<file path="config.mk">
export PLATFORM = sky130hd
export DESIGN_NAME = toy_spn_ctr_keystream
export DESIGN_NICKNAME = d
export VERILOG_FILES = /design/src/rtl/tsk_pkg.sv /design/src/rtl/tsk_cfg_regs.sv /design/src/rtl/tsk_round.sv /design/src/rtl/toy_spn_ctr_keystream.sv
export SDC_FILE = /design/constraint.sdc
export NUM_CORES = 1
export LEC_CHECK = 0
export ABC_AREA = 1
export BUFFER_PORTS_ARGS = -buffer_cell sky130_fd_sc_hd__buf_2
export CAP_MARGIN = 10
export CORE_ASPECT_RATIO = 0.7
export CORE_MARGIN = 5
export CORE_UTILIZATION = 45
export DETAILED_ROUTE_END_ITERATION = 6
export PLACE_DENSITY_LB_ADDON = 0.08
export REMOVE_ABC_BUFFERS = 1
export SLEW_MARGIN = 5
export SYNTH_ARGS = -nofsm -noshare
export SYNTH_HDL_FRONTEND = slang
export SYNTH_HIERARCHICAL = 1
export SYNTH_SLANG_ARGS = --single-unit
</file>
<file path="constraint.sdc">
create_clock -name clk -period 4.3 [get_ports clk]
set_clock_uncertainty 0.05 [all_clocks]
set_input_delay 0 -clock clk [delete_from_list [all_inputs] [get_ports clk]]
set_output_delay 0 -clock clk [all_outputs]
set_load 0.005 [all_outputs]
</file>
<file path="src/rtl/tsk_pkg.sv">
// tsk_pkg: types, register indexes, reset values and the s-box and bit
// permutation functions of the toy spn counter-mode keystream block.
// No dependencies.
package tsk_pkg;

  localparam int unsigned CFG_INDEX_W = 2;

  localparam logic [CFG_INDEX_W-1:0] CFG_ROUND_KEY  = 2'd0;
  localparam logic [CFG_INDEX_W-1:0] CFG_SBOX_TABLE = 2'd1;
  localparam logic [CFG_INDEX_W-1:0] CFG_PERM_TABLE = 2'd2;

  localparam logic [31:0] ROUND_KEY_RESET  = 32'h0000_0000;
  localparam logic [63:0] SBOX_TABLE_RESET = 64'hFEDC_BA98_7654_3210;
  localparam logic [31:0] PERM_TABLE_RESET = 32'h8765_4321;

  localparam logic OP_LOAD    = 1'b0;
  localparam logic OP_PROCESS = 1'b1;

  typedef struct packed {
    logic [31:0] round_key;
    logic [63:0] sbox_table;
    logic [31:0] perm_table;
  } cfg_t;

  function automatic logic [7:0] sub_byte(input logic [7:0] b, input logic [63:0] sbox);
    logic [5:0] hi_idx;
    logic [5:0] lo_idx;
    hi_idx = {b[7:4], 2'b00};
    lo_idx = {b[3:0], 2'b00};
    return {sbox[hi_idx +: 4], sbox[lo_idx +: 4]};
  endfunction

  // nibble i picks source position p (1 = msb) for output bit 7-i;
  // positions outside 1..8 give a zero bit
  function automatic logic [7:0] perm_byte(input logic [7:0] b, input logic [31:0] perm);
    logic [7:0] r;
    logic [3:0] p;
    logic [3:0] src;
    r = 8'h00;
    for (int i = 0; i < 8; i++) begin
      p   = perm[4*i +: 4];
      src = 4'd8 - p;
      if (p >= 4'd1 && p <= 4'd8) begin
        r[7-i] = b[src[2:0]];
      end
    end
    return r;
  endfunction

endpackage

</file>
<file path="src/rtl/tsk_cfg_regs.sv">
// tsk_cfg_regs: configuration register file (round key, s-box, permutation).
// Depends on tsk_pkg.
module tsk_cfg_regs
  import tsk_pkg::*;
(
  input  logic                   clk,
  input  logic                   rst,
  input  logic                   cfg_valid,
  output logic                   cfg_ready,
  input  logic [CFG_INDEX_W-1:0] cfg_index,
  input  logic [63:0]            cfg_data,
  output cfg_t                   cfg
);

  assign cfg_ready = 1'b1;

  always_ff @(posedge clk) begin
    if (rst) begin
      cfg.round_key  <= ROUND_KEY_RESET;
      cfg.sbox_table <= SBOX_TABLE_RESET;
      cfg.perm_table <= PERM_TABLE_RESET;
    end else if (cfg_valid) begin
      case (cfg_index)
        CFG_ROUND_KEY:  cfg.round_key  <= cfg_data[31:0];
        CFG_SBOX_TABLE: cfg.sbox_table <= cfg_data;
        CFG_PERM_TABLE: cfg.perm_table <= cfg_data[31:0];
        default: ;
      endcase
    end
  end

endmodule

</file>
<file path="src/rtl/tsk_round.sv">
// tsk_round: one network round: key xor, nibble s-box, bit permutation.
// Depends on tsk_pkg.
module tsk_round
  import tsk_pkg::*;
(
  input  logic [7:0]  din,
  input  logic [7:0]  key,
  input  logic [63:0] sbox_table,
  input  logic [31:0] perm_table,
  output logic [7:0]  dout
);

  logic [7:0] mixed;
  logic [7:0] subbed;

  assign mixed  = din ^ key;
  assign subbed = sub_byte(mixed, sbox_table);
  assign dout   = perm_byte(subbed, perm_table);

endmodule

</file>
<file path="src/rtl/toy_spn_ctr_keystream.sv">
// Counter-mode byte cipher over an 8-bit substitution-permutation network.
// An input transaction with tuser 0 loads the counter from tdata and gives no
// output; one with tuser 1 gives tdata xor E(counter) and advances the counter
// modulo 256. The block takes one transaction per cycle while the output is not
// stalled; a result passes through the stage register and then the output
// register, with the three unrolled rounds sitting combinationally between them.
// The counter moves at acceptance, so back-to-back items each see their own value.
// Configuration writes are taken every cycle and must happen while idle.
// Depends on tsk_pkg, tsk_cfg_regs and tsk_round.
module toy_spn_ctr_keystream
  import tsk_pkg::*;
(
  input  logic                   clk,
  input  logic                   rst,
  input  logic                   s_axis_tvalid,
  output logic                   s_axis_tready,
  input  logic [7:0]             s_axis_tdata,   // [7:0] data_byte
  input  logic                   s_axis_tuser,   // [0] op
  output logic                   m_axis_tvalid,
  input  logic                   m_axis_tready,
  output logic [7:0]             m_axis_tdata,   // [7:0] out_byte
  input  logic                   cfg_valid,
  output logic                   cfg_ready,
  input  logic [CFG_INDEX_W-1:0] cfg_index,
  input  logic [63:0]            cfg_data
);

  localparam int unsigned ROUNDS = 3;

  cfg_t       cfg;
  logic [7:0] counter;
  logic       stage_valid;
  logic [7:0] stage_data;
  logic [7:0] stage_ctr;
  logic       stage_advance;
  logic       s_accept;
  logic [7:0] round_val [ROUNDS+1];
  logic [7:0] keystream;

  tsk_cfg_regs u_cfg (
    .clk       (clk),
    .rst       (rst),
    .cfg_valid (cfg_valid),
    .cfg_ready (cfg_ready),
    .cfg_index (cfg_index),
    .cfg_data  (cfg_data),
    .cfg       (cfg)
  );

  assign stage_advance = !m_axis_tvalid || m_axis_tready;
  assign s_axis_tready = !stage_valid || stage_advance;
  assign s_accept      = s_axis_tvalid && s_axis_tready;

  // counter and stage register
  always_ff @(posedge clk) begin
    if (rst) begin
      counter     <= 8'h00;
      stage_valid <= 1'b0;
    end else begin
      if (s_axis_tready) begin
        stage_valid <= s_accept && (s_axis_tuser == OP_PROCESS);
      end
      if (s_accept) begin
        if (s_axis_tuser == OP_LOAD) begin
          counter <= s_axis_tdata;
        end else begin
          counter <= counter + 8'd1;
        end
      end
    end
  end

  always_ff @(posedge clk) begin
    if (s_accept) begin
      stage_data <= s_axis_tdata;
      stage_ctr  <= counter;
    end
  end

  assign round_val[0] = stage_ctr;

  for (genvar r = 0; r < ROUNDS; r++) begin : g_round
    tsk_round u_round (
      .din        (round_val[r]),
      .key        (cfg.round_key[8*r +: 8]),
      .sbox_table (cfg.sbox_table),
      .perm_table (cfg.perm_table),
      .dout       (round_val[r+1])
    );
  end

  assign keystream = round_val[ROUNDS] ^ cfg.round_key[31:24];

  // output register
  always_ff @(posedge clk) begin
    if (rst) begin
      m_axis_tvalid <= 1'b0;
    end else if (stage_advance) begin
      m_axis_tvalid <= stage_valid;
    end
  end

  always_ff @(posedge clk) begin
    if (stage_advance && stage_valid) begin
      m_axis_tdata <= stage_data ^ keystream;
    end
  end

  a_ctr_step: assert property (@(posedge clk) disable iff (rst)
    (s_accept && s_axis_tuser == OP_PROCESS) |=> counter == $past(counter) + 8'd1)
    else $error("counter did not advance after a data transaction");

  a_ctr_load: assert property (@(posedge clk) disable iff (rst)
    (s_accept && s_axis_tuser == OP_LOAD) |=> counter == $past(s_axis_tdata))
    else $error("counter not loaded");

  a_stage_hold: assert property (@(posedge clk) disable iff (rst)
    (stage_valid && !stage_advance) |=> stage_valid && $stable(stage_ctr))
    else $error("stalled stage item lost");

  a_stage_move: assert property (@(posedge clk) disable iff (rst)
    (stage_valid && stage_advance) |=> m_axis_tvalid)
    else $error("stage item did not reach output");

endmodule
</file>
==> qor.csv, run 1 <==
metric;value;unit
vias in the first global route;16200;
Root Driver;clkbuf_16;
clock power share;13.9;%
share of layout cells above drive strength 1;31.4;%
final hold vios;0;
commonest non-fill, non-tap cell in the layout;nand2_1;
Sum Neg Setup Slack;-10.30;ns
Synth cell types;32;
Total GRT Usage;35.1;%
worst vdd ir;0.353;mV
slowest cell on the critical path;edfxtp_1;
Slew @ Worst Pin;1.08;ns
Remaining Overflow, GRT;0;
synthesized area per cell;5.90;sq um
initial antenna violation count;3;
met1 wire length;30200;um
#FFs+latches synth;162;
failing checks;DRC, setup timing;
Port Buffers;89;
largest net degree at the start of global routing;63;
P_sw;5.88;mW
register area share after synthesis;24.2;%
Sink Count;162;
Skew-Pair Late Insertion Delay;0.47;ns
Max-Cap Viols;0;
CP Launch Type;flip-flop;
cts bufs inserted;17;
FMAX;176;MHz
WP data arrival;5.84;ns
Cell Rows;54;
Power Density;551;nW/um^2
Sw Ratio;48.7;%
Power Total;12.1;mW
Setup-failing EPs final;8;
I/O Pins;91;
final-stage net count;3010;
RSZ-0062 raised after global routing;yes;
antenna-violating nets left;0;
Core Area;31400;sq um
most frequent cells in the layout;nand2_1 (743), nand3_1 (356), buf_4 (232);
setup ws final;-1.37;ns
Crit Path Max Fanout;8;
Via density;5.77;
Top Layer Used;met4;
sequential share of power;14.5;%
CTS clock-pin slew for the worst setup and hold paths;0.08;ns
Synth Flop Type;dfxtp_1;
Post-DP HPWL;48800;um
Post-Syn Area;14400;sq um
Fill cells;2696;
register area;3490;sq um
Met2 Wirelength;28700;um
die height;160;um
via count;19100;
Hold Path Class;input port to flip-flop;
Post-synth EDFFs;24;
Iter 0 DRT Violations;2546;
CTS H-Tree Depth;4;
GPL Wtd Cong;1.02;
DR pass1 iterations;7;
post-route minimum period;5.67;ns
Pint;6.20;mW
DRC;3;
fraction of registers with async set/reset;0;%
Worst setup EP type;flip-flop;
first-pass GRT wire length;97400;um
fin crit share;132;%
Critical Path Max Stage Delay;0.47;ns
Comb pwr share;71.7;%
Starting Density;45.9;%
kind of critical path;flip-flop to flip-flop;
Die Width;224;um
CTS tree;built;
WL met3;10500;um
Required @ worst endpoint;4.47;ns
CTS Buffer Depth;2;
area of the multi-input gates;11200;sq um
Syn-to-layout area delta;52.3;%
Die Footprint;35700;sq um
Leak Pwr;10.8;nW
fin. max-slew vios;0;
Avg WL per Cell;21.7;um
relative slew slack;28.3;%
status;finished with violations;
Routed WL;71900;um
Synth Instances;2442;
Yosys warnings;6;
[registers in the layout (all words and copies together), names as in the netlist]
register,count
m_axis_tvalid,1
stage_data,8
u_cfg/cfg,128
m_axis_tdata,8
counter,8
stage_ctr,8
stage_valid,1
[final timing paths]
path / slack, ns / start / end / depth (start not counted)
hold / removal: 0.07 / cfg_valid / u_cfg/cfg[5] / 3
setup reg to reg: -1.37 / stage_ctr[0] / m_axis_tdata[2] / 44
setup / recovery: -1.37 / stage_ctr[0] / m_axis_tdata[2] / 44
hold reg to reg: 0.46 / u_cfg/cfg[107] / u_cfg/cfg[107] / 2
[area by class of cell]
class                      count  share of cell area, %
antenna                        3                 0.0342
multi-input combinational   1939                   51.1
clock inverter                15                  0.873
timing repair buffer         520                   23.4
inverter                     241                   4.29
tap                          420                   2.40
sequential                   162                   15.9
clock buffer                  17                   1.94
[critical path: cells and delay by family, from the launching register on]
family | cells | cell delay [ns]
DFF | 1 | 0.47
xor gates and xnor gates | 3 | 0.49
buffers and inverters | 8 | 1.09
and+or+nand+nor | 33 | 3.26
[synthesized netlist by cell type (all sizes together) (6+ instances only)]
cell type,count,area (sq um)
ha,49,613
xnor2,58,553
xor2,6,97.6
clkbuf,19,71.3
inv,241,907
nor2,259,1020
dfxtp,138,2760
buf,81,482
o21ai,58,294
nand4,13,81.3
nand2,876,3440
edfxtp,24,721
nand3,567,3080
a21oi,50,258
[power by group through the flow]
stage                     Sequential (mW)  Clock, mW  Combinational, mW
final                                1.75       1.68               8.65
after global routing                 1.75       1.74               9.00
after CTS                            1.74       1.68               5.94
after detailed placement             1.77          0               5.72
after global placement               1.77          0               5.68
after floorplan                      1.78          0               3.17
[timing repair]
item,in CTS,in global routing
pin swaps,4,172
endpoints found under the hold margin,146,0
endpoints found under the setup margin,8,8
cloned,0,32
hold buffers,78,0
buffers inserted,3,50
resized for setup,29,427
[stage by stage]
step	setup WS, ns	util [%]	cells	hold slack [ns]	cell area (sq um)
finish	-1.37	69.9	3317	0.0695	21900
global route	-1.49	69.9	3316	0.0850	21900
CTS	-1.21	60.5	3234	0.0483	19000
detailed placement	-1.55	55.6	3121	0.149	17400
global placement	-1.44	55.6	3121	0.147	17400
floorplan	-1.52	-	2342	0.0124	13800
[layer usage]
| layer | track usage [%] | vias up |
|---|---|---|
| li1 | - | 8692 |
| met1 | 54.1 | 8999 |
| met2 | 47.6 | 1250 |
| met3 | 9.89 | 194 |
| met4 | 8.93 | 0 |
| met5 | 0 | - |
[cell families after synthesis]
kind of cell | count (synthesis) | synth area share, %
simple gates | 1715 | 52.9
buf+inv | 341 | 10.1
flops | 162 | 24.2
compound gates | 110 | 3.94
xor+xnor | 64 | 4.52
fa+ha+maj | 49 | 4.26
other cells | 1 | 0.0260
No activity file was read; power rests on OpenSTA's default activity.
==> inputs of run 2 (changes only) <==
--- a/config.mk
+++ b/config.mk
@@ -8,7 +8,6 @@
 export ABC_AREA = 1
 export BUFFER_PORTS_ARGS = -buffer_cell sky130_fd_sc_hd__buf_2
 export CAP_MARGIN = 10
-export CORE_ASPECT_RATIO = 0.7
 export CORE_MARGIN = 5
 export CORE_UTILIZATION = 45
 export DETAILED_ROUTE_END_ITERATION = 6
==> qor.csv, run 2 (synthesis gave the netlist of run 1 again) <==
metric;value;unit
status;finished with violations;
Skew-Pair Late Insertion Delay;0.47;ns
WP buf/inv;8;
RSZ-0062 raised after global routing;yes;
Remaining Overflow, GRT;0;
most frequent cells in the layout;nand2_1 (737), nand3_1 (365), inv_1 (222), buf_4 (222), nor2_1 (208);
failing checks;DRC, setup timing;
CP Launch Type;flip-flop;
CTS tree;built;
Post-Layout Inst Area;22000;sq um
I/O Pins;91;
initial antenna violation count;0;
Critical Path End;m_axis_tdata[2];
Syn-to-layout area delta;52.5;%
CTS clock-pin slew for the worst setup and hold paths;0.08;ns
Slew @ Worst Pin;1.03;ns
Required @ worst endpoint;4.47;ns
Critical R2R Capture;m_axis_tdata[2];
Critical Path Max Stage Delay;0.45;ns
clock power share;12.6;%
die height;189;um
Largest register FFs;128;
FMAX;181;MHz
fin. max-slew vios;0;
CP top delay family;simple AND/OR/NAND/NOR gates;
final-stage net count;2994;
Worst setup EP type;flip-flop;
worst hold slack;0.0476;ns
first-pass GRT wire length;95900;um
Sink Count;162;
largest net degree at the start of global routing;89;
kind of critical path;flip-flop to flip-flop;
Crit path depth;44;
worst vdd ir;0.348;mV
Cell Rows;65;
Iter 0 DRT Violations;2067;
Root Driver;clkbuf_16;
Routed WL;67500;um
Hold Path Class;input port to flip-flop;
setup ws final;-1.24;ns
Antenna Cells;0;
Sw Ratio;48.5;%
DR pass1 iterations;7;
hold_sp;cfg_index[0];
post-route minimum period;5.54;ns
fin crit share;129;%
cts bufs inserted;17;
Pint;6.49;mW
Fill cells;2712;
via count;18500;
R2R Setup Slk;-1.24;ns
Total GRT Usage;34.6;%
Port Buffers;89;
P_sw;6.10;mW
cells on worst reg2reg path;44;
sequential share of power;14.0;%
commonest non-fill, non-tap cell in the layout;nand2_1;
CTS Buffer Depth;2;
Power Density;573;nW/um^2
Top cell by count, worst path;nand3_1;
final hold vios;0;
Setup-failing EPs final;8;
Worst R2R Start;stage_ctr[0];
CTS H-Tree Depth;4;
Max-Cap Viols;0;
Die Width;189;um
CP startpoint;stage_ctr[0];
vias in the first global route;16400;
Crit Path Max Fanout;8;
share of layout cells above drive strength 1;31.0;%
relative slew slack;31.4;%
GPL Wtd Cong;0.997;
Leak Pwr;10.8;nW
Avg WL per Cell;20.6;um
Post-DP HPWL;45400;um
Die Footprint;35700;sq um
Core Area;31600;sq um
slowest cell on the critical path;edfxtp_1;
Placed Area;17100;sq um
Via density;5.65;
Most flops, register;u_cfg/cfg;
Comb pwr share;73.4;%
DRC;1;
WP data arrival;5.71;ns
antenna-violating nets left;0;
Starting Density;45.6;%
==> run 2: stage by stage <==
| stage | power [mW] | instances | utilization [%] | worst slack [ns] | TNS [ns] |
|---|---|---|---|---|---|
| 2_1_floorplan | 4.95 | 2342 | - | -1.52 | -12.12 |
| 3_3_place_gp | 7.57 | 3077 | 54.3 | -1.52 | -11.32 |
| 3_5_place_dp | 7.59 | 3077 | 54.3 | -1.56 | -11.78 |
| 4_1_cts | 9.91 | 3219 | 61.2 | -1.13 | -8.78 |
| 5_1_grt | 13.1 | 3280 | 69.6 | -1.45 | -11.29 |
| 6_report | 12.6 | 3280 | 69.6 | -1.24 | -9.58 |
==> run 2: what timing repair did <==
| action | 4_1_cts | 5_1_grt |
|---|---|---|
| pin swaps | 25 | 203 |
| gates resized for setup | 88 | 404 |
| setup endpoints to repair | 8 | 8 |
| setup buffers | 23 | 43 |
| gates cloned | 6 | 23 |
| hold buffers | 81 | 0 |
| endpoints found under the hold margin | 146 | 0 |
==> run 2: cell type report <==
cell class,count,area (sq um),area share [%]
flip-flops and latches,162,3480,15.9
clock inverters,15,159,0.724
inverters,241,935,4.26
well taps,402,503,2.29
multi-input cells,1939,11500,52.2
clock buffers,17,425,1.94
repair buffers,504,5000,22.7
==> run 2: worst reg2reg max path, delay by kind of cell, from the launching register on <==
family	cells	cell delay (ns)
and+or+nand+nor	33	3.07
buffers and inverters	8	1.16
xor gates and xnor gates	3	0.54
DFF	1	0.45
==> run 2: how the worst min path moves through the flow <==
stage / cells past startpoint / to / slack, ns
final: 4 / u_cfg/cfg[114] / 0.05
after floorplan: 1 / counter[3] / 0.01
after detailed placement: 3 / u_cfg/cfg[93] / 0.15
after global routing: 3 / u_cfg/cfg[14] / 0.04
after CTS: 4 / u_cfg/cfg[105] / 0.009
after global placement: 3 / u_cfg/cfg[77] / 0.15
==> run 2: power by group through the flow <==
stage	Sequential, mW	Clock (mW)	Combinational, mW
global placement	1.79	0	5.78
finish	1.76	1.59	9.24
floorplan	1.78	0	3.17
CTS	1.76	1.61	6.54
detailed placement	1.79	0	5.80
global route	1.77	1.68	9.65
==> run 2: layer usage <==
layer	track usage (%)	wire length (um)	vias up
met1	48.1	27500	8581
met3	6.66	7190	239
met4	12.1	3790	0
met5	0	0	-
li1	-	-	8661
met2	53.7	29000	1064
